==> src/rtl/skm_pkg.sv <==
// ----------------------------------------------------------------------------
// skm_pkg
// Shared widths, stream layout and result type for the SOS Kawasaki step unit.
// ----------------------------------------------------------------------------
package skm_pkg;

  localparam int unsigned SITE_W    = 8;
  localparam int unsigned RND_W     = 32;
  localparam int unsigned THR_W     = 32;
  localparam int unsigned THR_NUM   = 4;
  localparam int unsigned CFG_IDX_W = 2;
  localparam int unsigned DE_W      = 4;
  localparam int unsigned ENERGY_W  = 14;

  // slave tdata: site, direction, random_draw (41 bits, padded to 48)
  localparam int unsigned S_TDATA_W = 48;
  // master tdata: accepted, energy_change, total_energy (19 bits, padded to 24)
  localparam int unsigned M_TDATA_W = 24;
  localparam int unsigned M_PAD_W   = M_TDATA_W - (1 + DE_W + ENERGY_W);

  typedef struct packed {
    logic                       accepted;
    logic signed [DE_W-1:0]     energy_change;
    logic        [ENERGY_W-1:0] total_energy;
  } result_t;

endpackage

==> src/rtl/skm_height_ram.sv <==
// ----------------------------------------------------------------------------
// skm_height_ram
// Column height store: one write port, two registered read ports.
// ----------------------------------------------------------------------------
module skm_height_ram #(
  parameter int unsigned DEPTH = 256,
  parameter int unsigned AW    = $clog2(DEPTH),
  parameter int unsigned DW    = 6
) (
  input  logic          clk_i,
  input  logic          we_i,
  input  logic [AW-1:0] waddr_i,
  input  logic [DW-1:0] wdata_i,
  input  logic [AW-1:0] raddr_a_i,
  input  logic [AW-1:0] raddr_b_i,
  output logic [DW-1:0] rdata_a_o,
  output logic [DW-1:0] rdata_b_o
);

  logic [DW-1:0] mem [DEPTH];

  always_ff @(posedge clk_i) begin
    if (we_i) begin
      mem[waddr_i] <= wdata_i;
    end
    rdata_a_o <= mem[raddr_a_i];
    rdata_b_o <= mem[raddr_b_i];
  end

endmodule

==> src/rtl/skm_out_buf.sv <==
// ----------------------------------------------------------------------------
// skm_out_buf
// Two-entry result buffer between the decision stage and the master stream.
// ----------------------------------------------------------------------------
module skm_out_buf (
  input  logic             clk_i,
  input  logic             rst_ni,
  input  logic             push_i,
  input  skm_pkg::result_t data_i,
  input  logic             pop_i,
  output logic             valid_o,
  output skm_pkg::result_t data_o,
  output logic [1:0]       count_o
);

  skm_pkg::result_t entry_q [2];
  logic             wr_ptr_q, wr_ptr_d;
  logic             rd_ptr_q, rd_ptr_d;
  logic [1:0]       cnt_q, cnt_d;

  always_comb begin
    wr_ptr_d = push_i ? ~wr_ptr_q : wr_ptr_q;
    rd_ptr_d = pop_i ? ~rd_ptr_q : rd_ptr_q;
    cnt_d    = cnt_q + {1'b0, push_i} - {1'b0, pop_i};
  end

  always_ff @(posedge clk_i or negedge rst_ni) begin
    if (!rst_ni) begin
      wr_ptr_q <= 1'b0;
      rd_ptr_q <= 1'b0;
      cnt_q    <= '0;
    end else begin
      wr_ptr_q <= wr_ptr_d;
      rd_ptr_q <= rd_ptr_d;
      cnt_q    <= cnt_d;
    end
  end

  always_ff @(posedge clk_i) begin
    if (push_i) begin
      entry_q[wr_ptr_q] <= data_i;
    end
  end

  assign valid_o = (cnt_q != 2'd0);
  assign data_o  = entry_q[rd_ptr_q];
  assign count_o = cnt_q;

endmodule

==> src/rtl/sos_kawasaki_metropolis_step_unit.sv <==
// ----------------------------------------------------------------------------
// sos_kawasaki_metropolis_step_unit
// Metropolis step with height-conserving moves on a 1-D solid-on-solid ring.
//
//   port group   dir   content (lowest bit first)
//   s_axis_*     in    site[7:0], direction[8], random_draw[40:9]
//   m_axis_*     out   accepted[0], energy_change[4:1], total_energy[18:5]
//   cfg_*        in    write of accept_threshold_1..4 (index 0..3)
//
// No new move is taken while stage 1 is busy: four height reads share the two
// read ports of the height RAM, the two writes follow the decision. A taken
// move passes stage 1, stage 2 and the result buffer before m_axis_tvalid.
// After reset a clearing pass zeroes the RAM with s_axis_tready low. Results
// queue in a two-entry buffer; at most two moves sit between input and output.
// ----------------------------------------------------------------------------
module sos_kawasaki_metropolis_step_unit #(
  parameter int unsigned SITES        = 256,
  parameter int unsigned HEIGHT_LIMIT = 25
) (
  input  logic                                clk_i,
  input  logic                                rst_ni,
  // site, direction, random_draw
  input  logic [skm_pkg::S_TDATA_W-1:0]       s_axis_tdata,
  input  logic                                s_axis_tvalid,
  output logic                                s_axis_tready,
  // accepted, energy_change, total_energy
  output logic [skm_pkg::M_TDATA_W-1:0]       m_axis_tdata,
  output logic                                m_axis_tvalid,
  input  logic                                m_axis_tready,
  input  logic                                cfg_we_i,
  input  logic [skm_pkg::CFG_IDX_W-1:0]       cfg_idx_i,
  input  logic [skm_pkg::THR_W-1:0]           cfg_data_i
);

  localparam int unsigned AW     = $clog2(SITES);
  localparam int unsigned HW     = $clog2(HEIGHT_LIMIT) + 1;
  localparam int unsigned WW     = HW + 4;
  localparam int unsigned SITE_N = 2 ** skm_pkg::SITE_W;
  localparam logic signed [WW-1:0] LIM_P = WW'(HEIGHT_LIMIT);
  localparam logic signed [WW-1:0] LIM_N = -LIM_P;

  // ---------------------------------------------------------------- helpers
  function automatic logic [AW-1:0] ring_inc(input logic [AW-1:0] a);
    return (a == AW'(SITES - 1)) ? '0 : a + AW'(1);
  endfunction

  function automatic logic [AW-1:0] ring_dec(input logic [AW-1:0] a);
    return (a == '0) ? AW'(SITES - 1) : a - AW'(1);
  endfunction

  function automatic logic signed [WW-1:0] abs_w(input logic signed [WW-1:0] v);
    return (v < 0) ? -v : v;
  endfunction

  function automatic logic signed [HW-1:0] fwd_sel(
    input logic        [AW-1:0] a,
    input logic signed [HW-1:0] d,
    input logic                 v,
    input logic        [AW-1:0] a0,
    input logic signed [HW-1:0] d0,
    input logic        [AW-1:0] a1,
    input logic signed [HW-1:0] d1
  );
    logic signed [HW-1:0] r;
    r = d;
    if (v && a == a0) begin
      r = d0;
    end else if (v && a == a1) begin
      r = d1;
    end
    return r;
  endfunction

  // site modulo ring size, worked out at elaboration
  logic [AW-1:0] site_tbl [SITE_N];
  for (genvar g = 0; g < SITE_N; g++) begin : g_site_mod
    localparam int unsigned SiteMod = g % SITES;
    assign site_tbl[g] = AW'(SiteMod);
  end

  // ---------------------------------------------------------------- input
  logic [skm_pkg::SITE_W-1:0] in_site;
  logic                       in_plus;
  logic [skm_pkg::RND_W-1:0]  in_rnd;
  logic [AW-1:0]              in_x;
  logic [AW-1:0]              in_ib;
  logic                       in_fire;

  assign in_site = s_axis_tdata[skm_pkg::SITE_W-1:0];
  assign in_plus = s_axis_tdata[skm_pkg::SITE_W];
  assign in_rnd  = s_axis_tdata[skm_pkg::SITE_W+skm_pkg::RND_W:skm_pkg::SITE_W+1];
  assign in_x    = site_tbl[in_site];
  assign in_ib   = in_plus ? ring_dec(in_x) : ring_inc(in_x);
  assign in_fire = s_axis_tvalid && s_axis_tready;

  // ---------------------------------------------------------------- state
  logic [skm_pkg::THR_W-1:0]    thr_q [skm_pkg::THR_NUM];
  logic [skm_pkg::ENERGY_W-1:0] energy_q, energy_d;
  logic                         clr_q;
  logic [AW-1:0]                clr_idx_q;

  // stage 1: item taken, reading x and the column behind it
  logic                      s1_v_q;
  logic [AW-1:0]             s1_x_q;
  logic [AW-1:0]             s1_ib_q;
  logic                      s1_plus_q;
  logic [skm_pkg::RND_W-1:0] s1_rnd_q;
  // stage 2: reading the donor and the column beyond it
  logic                      s2_v_q;
  logic [AW-1:0]             s2_x_q;
  logic [AW-1:0]             s2_ixp_q;
  logic [AW-1:0]             s2_inp_q;
  logic [skm_pkg::RND_W-1:0] s2_rnd_q;
  logic signed [HW-1:0]      s2_hx_q;
  logic signed [HW-1:0]      s2_hn_q;

  // last decided move: forwarding record, second half is the pending donor write
  logic                 fwd_v_q;
  logic                 pend_v_q;
  logic [AW-1:0]        fwd_a0_q;
  logic signed [HW-1:0] fwd_d0_q;
  logic [AW-1:0]        fwd_a1_q;
  logic signed [HW-1:0] fwd_d1_q;

  // ---------------------------------------------------------------- RAM
  logic                 ram_we;
  logic [AW-1:0]        ram_waddr;
  logic signed [HW-1:0] ram_wdata;
  logic [AW-1:0]        ram_ra, ram_rb;
  logic [HW-1:0]        ram_da, ram_db;
  logic [AW-1:0]        s1_ixp, s1_inp;

  assign s1_ixp = s1_plus_q ? ring_inc(s1_x_q) : ring_dec(s1_x_q);
  assign s1_inp = s1_plus_q ? ring_inc(s1_ixp) : ring_dec(s1_ixp);
  assign ram_ra = s1_v_q ? s1_ixp : in_x;
  assign ram_rb = s1_v_q ? s1_inp : in_ib;

  skm_height_ram #(
    .DEPTH (SITES),
    .AW    (AW),
    .DW    (HW)
  ) u_height_ram (
    .clk_i     (clk_i),
    .we_i      (ram_we),
    .waddr_i   (ram_waddr),
    .wdata_i   (ram_wdata),
    .raddr_a_i (ram_ra),
    .raddr_b_i (ram_rb),
    .rdata_a_o (ram_da),
    .rdata_b_o (ram_db)
  );

  logic signed [HW-1:0] hx_f, hn_f, hxp_f, hnp_f;

  assign hx_f  = fwd_sel(s1_x_q, ram_da, fwd_v_q, fwd_a0_q, fwd_d0_q, fwd_a1_q, fwd_d1_q);
  assign hn_f  = fwd_sel(s1_ib_q, ram_db, fwd_v_q, fwd_a0_q, fwd_d0_q, fwd_a1_q, fwd_d1_q);
  assign hxp_f = fwd_sel(s2_ixp_q, ram_da, fwd_v_q, fwd_a0_q, fwd_d0_q, fwd_a1_q, fwd_d1_q);
  assign hnp_f = fwd_sel(s2_inp_q, ram_db, fwd_v_q, fwd_a0_q, fwd_d0_q, fwd_a1_q, fwd_d1_q);

  // ---------------------------------------------------------------- decision
  logic signed [WW-1:0]         hx_w, hn_w, hxp_w, hnp_w, de_w;
  logic                         blocked;
  logic                         acc;
  logic signed [skm_pkg::DE_W-1:0] de_n, de_out;
  logic [skm_pkg::DE_W-1:0]     de_m1;
  logic [skm_pkg::THR_W-1:0]    thr_sel;
  logic signed [HW-1:0]         hx_new, hxp_new;
  skm_pkg::result_t             res;

  always_comb begin
    hx_w    = WW'(s2_hx_q);
    hn_w    = WW'(s2_hn_q);
    hxp_w   = WW'(hxp_f);
    hnp_w   = WW'(hnp_f);
    blocked = (hx_w + WW'(1) >= LIM_P) || (hxp_w - WW'(1) <= LIM_N);
    de_w    = abs_w(hx_w + WW'(1) - hn_w) + abs_w(hx_w - hxp_w + WW'(2))
            + abs_w(hxp_w - WW'(1) - hnp_w)
            - abs_w(hx_w - hn_w) - abs_w(hx_w - hxp_w) - abs_w(hxp_w - hnp_w);
    de_n    = de_w[skm_pkg::DE_W-1:0];
    de_m1   = de_n - skm_pkg::DE_W'(1);
    thr_sel = thr_q[de_m1[skm_pkg::CFG_IDX_W-1:0]];
    acc     = !blocked && ((de_w <= 0) || (s2_rnd_q < thr_sel));
    de_out  = blocked ? '0 : de_n;
    hx_new  = s2_hx_q + HW'(1);
    hxp_new = hxp_f - HW'(1);
    energy_d = energy_q;
    if (s2_v_q && acc) begin
      energy_d = energy_q + {{(skm_pkg::ENERGY_W-skm_pkg::DE_W){de_n[skm_pkg::DE_W-1]}}, de_n};
    end
    res.accepted      = acc;
    res.energy_change = de_out;
    res.total_energy  = energy_d;
  end

  // write port: clearing pass, then gaining column, then donor on the next edge
  always_comb begin
    ram_we    = 1'b0;
    ram_waddr = fwd_a1_q;
    ram_wdata = fwd_d1_q;
    if (clr_q) begin
      ram_we    = 1'b1;
      ram_waddr = clr_idx_q;
      ram_wdata = '0;
    end else if (s2_v_q && acc) begin
      ram_we    = 1'b1;
      ram_waddr = s2_x_q;
      ram_wdata = hx_new;
    end else if (pend_v_q) begin
      ram_we    = 1'b1;
    end
  end

  // ---------------------------------------------------------------- output
  logic             ob_valid;
  skm_pkg::result_t ob_data;
  logic [1:0]       ob_cnt;

  skm_out_buf u_out_buf (
    .clk_i   (clk_i),
    .rst_ni  (rst_ni),
    .push_i  (s2_v_q),
    .data_i  (res),
    .pop_i   (ob_valid && m_axis_tready),
    .valid_o (ob_valid),
    .data_o  (ob_data),
    .count_o (ob_cnt)
  );

  assign m_axis_tvalid = ob_valid;
  assign m_axis_tdata  = {{skm_pkg::M_PAD_W{1'b0}}, ob_data.total_energy,
                          ob_data.energy_change, ob_data.accepted};
  assign s_axis_tready = !clr_q && !s1_v_q && (ob_cnt + {1'b0, s2_v_q} < 2'd2);

  // ---------------------------------------------------------------- registers
  always_ff @(posedge clk_i or negedge rst_ni) begin
    if (!rst_ni) begin
      for (int i = 0; i < skm_pkg::THR_NUM; i++) begin
        thr_q[i] <= '0;
      end
      energy_q  <= '0;
      clr_q     <= 1'b1;
      clr_idx_q <= '0;
      s1_v_q    <= 1'b0;
      s2_v_q    <= 1'b0;
      fwd_v_q   <= 1'b0;
      pend_v_q  <= 1'b0;
    end else begin
      if (cfg_we_i) begin
        thr_q[cfg_idx_i] <= cfg_data_i;
      end
      energy_q <= energy_d;
      if (clr_q) begin
        clr_idx_q <= clr_idx_q + AW'(1);
        if (clr_idx_q == AW'(SITES - 1)) begin
          clr_q <= 1'b0;
        end
      end
      s1_v_q   <= in_fire;
      s2_v_q   <= s1_v_q;
      pend_v_q <= s2_v_q && acc;
      if (s2_v_q) begin
        fwd_v_q <= acc;
      end
    end
  end

  always_ff @(posedge clk_i) begin
    if (in_fire) begin
      s1_x_q    <= in_x;
      s1_ib_q   <= in_ib;
      s1_plus_q <= in_plus;
      s1_rnd_q  <= in_rnd;
    end
    if (s1_v_q) begin
      s2_x_q   <= s1_x_q;
      s2_ixp_q <= s1_ixp;
      s2_inp_q <= s1_inp;
      s2_rnd_q <= s1_rnd_q;
      s2_hx_q  <= hx_f;
      s2_hn_q  <= hn_f;
    end
    if (s2_v_q) begin
      fwd_a0_q <= s2_x_q;
      fwd_d0_q <= hx_new;
      fwd_a1_q <= s2_ixp_q;
      fwd_d1_q <= hxp_new;
    end
  end

  // ---------------------------------------------------------------- checks
  a_stages_exclusive : assert property (@(posedge clk_i) disable iff (!rst_ni)
    !(s1_v_q && s2_v_q))
    else $error("both read stages occupied");

  a_occupancy : assert property (@(posedge clk_i) disable iff (!rst_ni)
    ({1'b0, ob_cnt} + {2'b0, s1_v_q} + {2'b0, s2_v_q}) <= 3'd2)
    else $error("more moves in flight than result slots");

  a_energy_hold : assert property (@(posedge clk_i) disable iff (!rst_ni)
    !(s2_v_q && acc) |=> $stable(energy_q))
    else $error("energy changed without an accepted move");

  a_no_take_clearing : assert property (@(posedge clk_i) disable iff (!rst_ni)
    clr_q |-> !s_axis_tready)
    else $error("input taken during clearing pass");

  a_height_range : assert property (@(posedge clk_i) disable iff (!rst_ni)
    (ram_we && !clr_q) |-> (WW'(ram_wdata) < LIM_P && WW'(ram_wdata) > LIM_N))
    else $error("height written beyond the limit");

endmodule
==> config.mk <==
export PLATFORM = sky130hd
export DESIGN_NAME = sos_kawasaki_metropolis_step_unit
export DESIGN_NICKNAME = d
export VERILOG_FILES = /design/src/rtl/skm_pkg.sv /design/src/rtl/skm_height_ram.sv /design/src/rtl/skm_out_buf.sv /design/src/rtl/sos_kawasaki_metropolis_step_unit.sv
export SDC_FILE = /design/constraint.sdc
export NUM_CORES = 2
export LEC_CHECK = 0
export BUFFER_PORTS_ARGS = -buffer_cell sky130_fd_sc_hd__buf_2
export CORE_MARGIN = 2
export CORE_UTILIZATION = 55
export DETAILED_ROUTE_END_ITERATION = 6
export PLACE_DENSITY = 0.71
export SKIP_CTS_REPAIR_TIMING = 1
export SYNTH_ARGS = -nofsm -noshare
export SYNTH_HDL_FRONTEND = slang
export SYNTH_HIERARCHICAL = 1
export SYNTH_SLANG_ARGS = --single-unit
==> constraint.sdc <==
create_clock -name clk_i -period 27.5 [get_ports clk_i]
set_clock_uncertainty 0.1 [all_clocks]
set_input_delay 4.125 -clock clk_i [delete_from_list [all_inputs] [get_ports clk_i]]
set_output_delay 4.125 -clock clk_i [all_outputs]
set_load 0.01 [all_outputs]
======== Yosys cells after proc, flatten, opt, wreduce, memory -nomap -nowiden ========
Memories as Yosys holds them, arrays and structs flattened. A register that Yosys moved wholly into a read port is not among the register bits.
Cells that the tools add are included.
operators by class
  reductions and logical operators ........ 24
  add/sub/neg operators ................... 32
  bitwise gates (word level) .............. 5
  mux-type cells .......................... 48
  div/mod/pow operators ................... 0
  multiply operators ...................... 0
  shift operators ......................... 0
  order comparisons ....................... 15
  equal/unequal tests ..................... 12
operators with widths
  operator               number
  $bwmux W128            1
  $mux W8                15
  $mux W32               3
  $bmux W32 S2           1
  $demux W32 S2          1
  $eq A8 B8 Y1           8
  $mux W10               6
  $mux W6                10
  $add A8 B1 Y8 const B  4
  $eq A8 B8 Y1 const B   4
  $lt A32 B32 Y1         1
  $neg A7 Y10            3
  $neg A8 Y10            3
  $sub A10 B10 Y10       3
  $logic_not A8 Y1       3
  $lt A8 B1 Y1 const B   3
  $sub A8 B1 Y8 const B  3
  $lt A7 B1 Y1 const B   3
  $sub A6 B6 Y7          3
  $add A10 B10 Y10       2
  $sub A7 B6 Y8          2
  $logic_and A1 B1 Y1    15
  $add A14 B14 Y14       1
  $mux W14               1
  other kinds (23)       37
storage, ports and cells
  memories kept ........................... 3
  bits in read-only memories .............. 2048
  bits of input ports ..................... 87
  bits in writable memories ............... 1574
  bits in latches ......................... 0
  logic and storage cells ................. 167
  flip-flop bits (word level) ............. 304
memories
  name               words  width  rd ports  clocked after Yosys merged registers in  write ports  line                                     RTL
  (name not given)   256    8      1         0                                        0            sos_kawasaki_metropolis_step_unit.sv:92  assign in_x = site_tbl[in_site];
  u_height_ram.mem   256    6      2         2                                        1            skm_height_ram.sv:20                     logic [DW-1:0] mem [DEPTH];
  u_out_buf.entry_q  2      19     1         0                                        1            skm_out_buf.sv:16                        skm_pkg::result_t entry_q [2];

======== Logic depth before layout (Yosys ltp) ========
  depth in word-level cells ............... 26
  depth in mapped cells ................... 47

======== Cells and area by module ========
Netlist, hierarchy kept.
modules (own cells, without submodules)
  module                             cells an instance  area an instance (µm²)  instances
  skm_height_ram                     3959               72669.7                 1
  sos_kawasaki_metropolis_step_unit  1629               19047.0                 1
  skm_out_buf                        73                 1641.6                  1

======== Least setup slack after synthesis ========
Ideal clock, no wire load.
  path type ............................... register -> register
  start ................................... register fwd_a1_q[1]
  end ..................................... memory u_height_ram.mem[0][2], data pin
  buffers on the path ..................... 4
  path slack .............................. 10.973 ns
  clock period less this slack ............ 16.527 ns
  data arrival time ....................... 15.037 ns
  library setup time ...................... 1.390 ns
  stages on the path, launching flop included .. 41
  path through ............................ edfxtp_1 buf_6 xor2_1 nor4_1 nand3_1 mux2i_1 a21oi_1 ha_1 fa_1 nor2_1 a41o_1 a41oi_1 a2bb2oi_1 nor2_1 a221o_1 and2_1 buf_1 nor2_1 [5 not listed] ha_1 inv_1 ha_1 buf_1 mux4_2 inv_1 ha_1 a21o_1 a21o_1 a21o_1 a21o_1 a211o_1 a211oi_1 o211ai_1 a311oi_2 buf_4 mux2i_1 nor2_1
between the ends
  longest elaborated chain between the ends .. 24
  elaborated cells on any way between the ends .. 45
ends and longest elaborated chain
  item                                         line                                                                                RTL
  start: declaration                           sos_kawasaki_metropolis_step_unit.sv:122                                            logic [AW-1:0] fwd_a1_q;
  start signal: assignment                     sos_kawasaki_metropolis_step_unit.sv:285                                            fwd_a1_q <= s2_ixp_q;
  $eq A8 B8 Y1                                 sos_kawasaki_metropolis_step_unit.sv:68                                             end else if (v && a == a1) begin
  $logic_and A1 B1 Y1                          sos_kawasaki_metropolis_step_unit.sv:68
  $mux W6                                      sos_kawasaki_metropolis_step_unit.sv:68
  $mux W6                                      sos_kawasaki_metropolis_step_unit.sv:66                                             if (v && a == a0) begin
  $sub A6 B6 Y7                                sos_kawasaki_metropolis_step_unit.sv:176, sos_kawasaki_metropolis_step_unit.sv:178
  $add A7 B3 Y8                                sos_kawasaki_metropolis_step_unit.sv:176                                            de_w = abs_w(hx_w + WW'(1) - hn_w) + abs_w(hx_w - hxp_w + WW'(2))
  $neg A8 Y10 or $lt A8 B1 Y1 (tied branches)  sos_kawasaki_metropolis_step_unit.sv:52                                             return (v < 0) ? -v : v;
  $mux W10                                     sos_kawasaki_metropolis_step_unit.sv:52
  [8 not listed]                               --
  $mux W32 (not written as such) (2 in a row)  sos_kawasaki_metropolis_step_unit.sv:181                                            thr_sel = thr_q[de_m1[skm_pkg::CFG_IDX_W-1:0]];
  $lt A32 B32 Y1                               sos_kawasaki_metropolis_step_unit.sv:182                                            acc = !blocked && ((de_w <= 0) || (s2_rnd_q < thr_sel));
  $logic_or A1 B1 Y1                           sos_kawasaki_metropolis_step_unit.sv:182
  $logic_and A1 B1 Y1 *                        sos_kawasaki_metropolis_step_unit.sv:182
  $logic_and A1 B1 Y1 *                        sos_kawasaki_metropolis_step_unit.sv:204                                            end else if (s2_v_q && acc) begin
  $mux W6 *                                    sos_kawasaki_metropolis_step_unit.sv:204
  $mux W6 *                                    sos_kawasaki_metropolis_step_unit.sv:200                                            if (clr_q) begin
  net ram_wdata[2]                             sos_kawasaki_metropolis_step_unit.sv:128                                            logic signed [HW-1:0] ram_wdata;
  end: declaration                             skm_height_ram.sv:20
The timed path passes the listed nets; every way through them passes the cells marked *. The select of a mux whose other input is x is not followed.

======== Final worst setup path ========
  start ................................... register fwd_a0_q[4]
  end ..................................... memory u_height_ram.mem[119][2], enable pin
between the ends
  elaborated cells on any way between the ends .. 47
RTL lines
  item                                         line                                                                                RTL
  start: declaration                           sos_kawasaki_metropolis_step_unit.sv:120                                            logic [AW-1:0] fwd_a0_q;
  start signal: assignment                     sos_kawasaki_metropolis_step_unit.sv:283                                            fwd_a0_q <= s2_x_q;
  $eq A8 B8 Y1                                 sos_kawasaki_metropolis_step_unit.sv:66
  $logic_and A1 B1 Y1                          sos_kawasaki_metropolis_step_unit.sv:66
  $mux W6                                      sos_kawasaki_metropolis_step_unit.sv:66
  $sub A6 B6 Y7                                sos_kawasaki_metropolis_step_unit.sv:176, sos_kawasaki_metropolis_step_unit.sv:178
  $add A7 B3 Y8                                sos_kawasaki_metropolis_step_unit.sv:176
  $neg A8 Y10 or $lt A8 B1 Y1 (tied branches)  sos_kawasaki_metropolis_step_unit.sv:52
  $mux W10                                     sos_kawasaki_metropolis_step_unit.sv:52
  $add A10 B10 Y10                             sos_kawasaki_metropolis_step_unit.sv:176
  [7 not listed]                               --
  $mux W32 (not written as such) (2 in a row)  sos_kawasaki_metropolis_step_unit.sv:181
  $lt A32 B32 Y1                               sos_kawasaki_metropolis_step_unit.sv:182
  $logic_or A1 B1 Y1                           sos_kawasaki_metropolis_step_unit.sv:182
  $logic_and A1 B1 Y1 *                        sos_kawasaki_metropolis_step_unit.sv:182
  $logic_and A1 B1 Y1 *                        sos_kawasaki_metropolis_step_unit.sv:204
  $mux W8 *                                    sos_kawasaki_metropolis_step_unit.sv:204
  $mux W8 *                                    sos_kawasaki_metropolis_step_unit.sv:200
  net ram_waddr[2]                             sos_kawasaki_metropolis_step_unit.sv:127                                            logic [AW-1:0] ram_waddr;
Marked as above.

==> run_results.csv <==
group,metric,value,unit
global_routing,antenna_found_initial,4,
logic_synthesis,synthXorXnorAreaFrac,1.67,%
status,status,"completed",
detailed_routing,detail-route-antenna-nets,0,
logic_synthesis,synth_seq_cells,1890,
logic_synthesis,synthesis.area,0.0934,mm²
worst_setup_path,critPathCaptureType,"flop",
detailed_routing,drt_iter0_drc,8015,
detailed_routing,via_count,56300,
logic_synthesis,synth_cells,5661,
detailed_routing,drcViolationCount,0,
floorplan,die_w,416,µm
placement,port_buffers,100,
logic_synthesis,synth_top_area_cell,"edfxtp_1",
worst_setup_path,crit_fanout,32,
detailed_routing,avgRoutedWirePerCell,32.1,µm
placement,dp_hpwl,170,mm
global_routing,grt_max_degree,123,
worst_setup_path,slowest_delay,1000,ps
floorplan,fp.dieArea,0.173,mm²
timing,slew_headroom,10.0,%
detailed_routing,routed_wl,259,mm
logic_synthesis,synth_top_area_share,55.3,%
worst_setup_path,cp_slowest_cell,"nand4_1",
global_routing,grt_pass1_vias,56000,
timing,hold_viol,0,
logic_synthesis,seq_area_frac_synth,59.8,%
final_layout,post-route-util,60.5,%
logic_synthesis,synth.avg_cell_area,16.5,µm²
timing,tightestPinTransition,1340,ps
timing,clock.fmax,0.0642,GHz
detailed_routing,drt_pass1_iterations,6,
clock_tree,cts_max_level,4,
clock_tree,root_buffer,"clkbuf_16",
floorplan,row_count,151,
timing,rsz0062_at_grt,"false",
floorplan,core,0.169,mm²
clock_tree,clk_pin_slew,60,ps
logic_synthesis,async_flop_share,8.41,%
logic_synthesis,synth.distinct_cells,108,
global_routing,grt_usage,29.9,%
final_layout,final_area,0.102,mm²
logic_synthesis,synth_warnings,6,
clock_tree,cts_tree,"yes",
logic_synthesis,synthMuxAreaShare,22.5,%
worst_setup_path,critPathArrivalTime,15930,ps
clock_tree,clk_latency,880,ps
clock_tree,cts_buffers,192,
clock_tree,cts_buffer_depth,3,
worst_setup_path,rr_worst_depth,41,
timing,fin_crit,15570,ps
floorplan,initial_core_util,55.3,%
clock_tree,clkSinkCount,1890,
worst_setup_path,critPathLaunchType,"flop",
worst_setup_path,critical_path_required,27860,ps
job,drv_cap,0,
final_layout,layout.nets,5909,
floorplan,die_h,416,µm
worst_setup_path,reg2reg_from,"fwd_a0_q[4]$_DFFE_PP_",
worst_setup_path,worstReg2RegEnd,"u_height_ram/mem[119][2]$_DFFE_PP_",
worst_setup_path,r2r_slack,11930,ps
placement,placed_area,0.0957,mm²
floorplan,io_pins,113,
timing,totalNegativeSetupSlack,0,ps
final_layout,syn2layout_area_growth,9.41,%
placement,place.gp.congestion,0.944,
logic_synthesis,synth_top_family_by_area,"multiplexers",
timing,slew_viol_final,0,
detailed_routing,viasPerCell,6.97,
global_routing,grt_pass1_wl,379,mm
logic_synthesis,netlist_top_cells_area,"edfxtp_1, mux4_2, dfrtp_1, mux2i_1, mux2_2",
worst_setup_path,crit_end,"u_height_ram/mem[119][2]$_DFFE_PP_",
logic_synthesis,yosys.area_share.adder,2.29,%
timing,finalWorstSetupSlack,11930,ps
logic_synthesis,synth-simple-area-share,4.95,%
worst_setup_path,crit_type,"reg2reg",
timing,finalSetupViolCount,0,
worst_setup_path,startpoint,"fwd_a0_q[4]$_DFFE_PP_",
timing,period_share,56.6,%
hold_path,min_path_type,"reg2reg",
global_routing,grt_overflow_total,0,
logic_synthesis,synth_enable_flop_cells,1719,
logic_synthesis,synth_compound_gate_area_share,6.00,%
final_layout,drive_above_1_share,25.2,%
placement,pre_cts_ws,12310,ps
logic_synthesis,synth_ff_type,"edfxtp_1",
## synth_stat cells (25+ instances only)
cell and n:
clkbuf_1 174, xnor2_1 107, nor2b_1 49, fa_1 40
a21o_1 37, o211ai_1 25, nor2_1 370, o221ai_1 44
o21ai_0 93, xor2_1 66, a22oi_1 120, a31oi_1 26
nand2_1 163, nand3_1 89, a22o_1 51, inv_1 138
mux2_2 171, buf_1 37, mux2i_1 273, a21oi_1 103
buf_2 99, edfxtp_1 1719, ha_1 104, mux4_2 714
a211oi_1 25, nor3_1 64, nand4_1 43, buf_4 50
dfrtp_1 158, o22ai_1 74, buf_6 33
## layer usage
metal  wire [µm]  vias up  global-route usage, %
met2      121000     3636                   46.4
li1            -    23100                      -
met5           9        -                      0
met1       95600    29000                   41.0
met4       11600        2                   12.5
met3       30300      606                   7.20
## worst max-delay path, delay by kind of cell, from the launching register on
kind                       cells  cell delay (ps)
muxes                          3              800
AOI/OAI and AO/OA             13             4590
buffers and inverters          6             1770
DFF                            1              500
adders and majority gates      8             3000
xor gates and xnor gates       1              460
and+or+nand+nor               10             3860
## per-stage QoR
stage,hold slack [ps],instances
global route,323,8060
finish,312,8070
CTS,318,8060
global placement,303,7702
floorplan,300,5674
detailed placement,305,7702
## layout by cell type (no fill, tap or decap), types with 107 or more instances in the layout
master / count
a22oi_1: 120
clkbuf_16: 193
dfrtp_1: 157
edfxtp_1: 1719
inv_1: 137
mux2_2: 168
mux2i_1: 273
mux4_2: 714
nand2_1: 162
nor2_1: 362
xnor2_1: 107
## how the worst min path moves through the flow
| stage | from | endpoint | slack (ps) | depth (start not counted) |
|---|---|---|---|---|
| finish | s1_rnd_q[16]$_DFFE_PP_ | s2_rnd_q[16]$_DFFE_PP_ | 310 | 0 |
| global placement | s1_rnd_q[5]$_DFFE_PP_ | s2_rnd_q[5]$_DFFE_PP_ | 300 | 0 |
| floorplan | s1_rnd_q[0]$_DFFE_PP_ | s2_rnd_q[0]$_DFFE_PP_ | 300 | 0 |
| CTS | s1_rnd_q[5]$_DFFE_PP_ | s2_rnd_q[5]$_DFFE_PP_ | 320 | 0 |
| detailed placement | s1_rnd_q[20]$_DFFE_PP_ | s2_rnd_q[20]$_DFFE_PP_ | 310 | 0 |
| global route | s1_rnd_q[16]$_DFFE_PP_ | s2_rnd_q[16]$_DFFE_PP_ | 320 | 0 |
## cell type report
type,instances,area [µm²]
tap,2218,2780
antenna,10,25.0
clock buffer,249,5160
fill,12300,66800
timing repair buffer,204,1350
sequential,1890,55800
multi-input combinational,3249,35200
inverter,141,532
clock inverter,109,1220
## logic make-up (layout without fill, tap and decap cells)
group / count (synthesis) / count (layout)
AND/OR/NAND/NOR: 959 / 959
other: 2 / 25
multiplexers: 1177 / 1177
AO/OA/AOI/OAI: 776 / 776
adder cells (fa/ha/maj): 147 / 147
buffers and inverters: 535 / 703
XOR/XNOR: 175 / 175
flip-flops: 1890 / 1890
## flip-flops by register name, indices dropped and copies added, names as in the netlist, 14 cells and up
signal             cells
energy_q              14
s1_rnd_q              32
s2_rnd_q              32
thr_q                128
u_height_ram/mem    1536
u_out_buf/entry_q     38
Power is left out: the tool's default activity adds up to more than one toggle a clock period on the data nets, which glitch-free logic cannot reach.
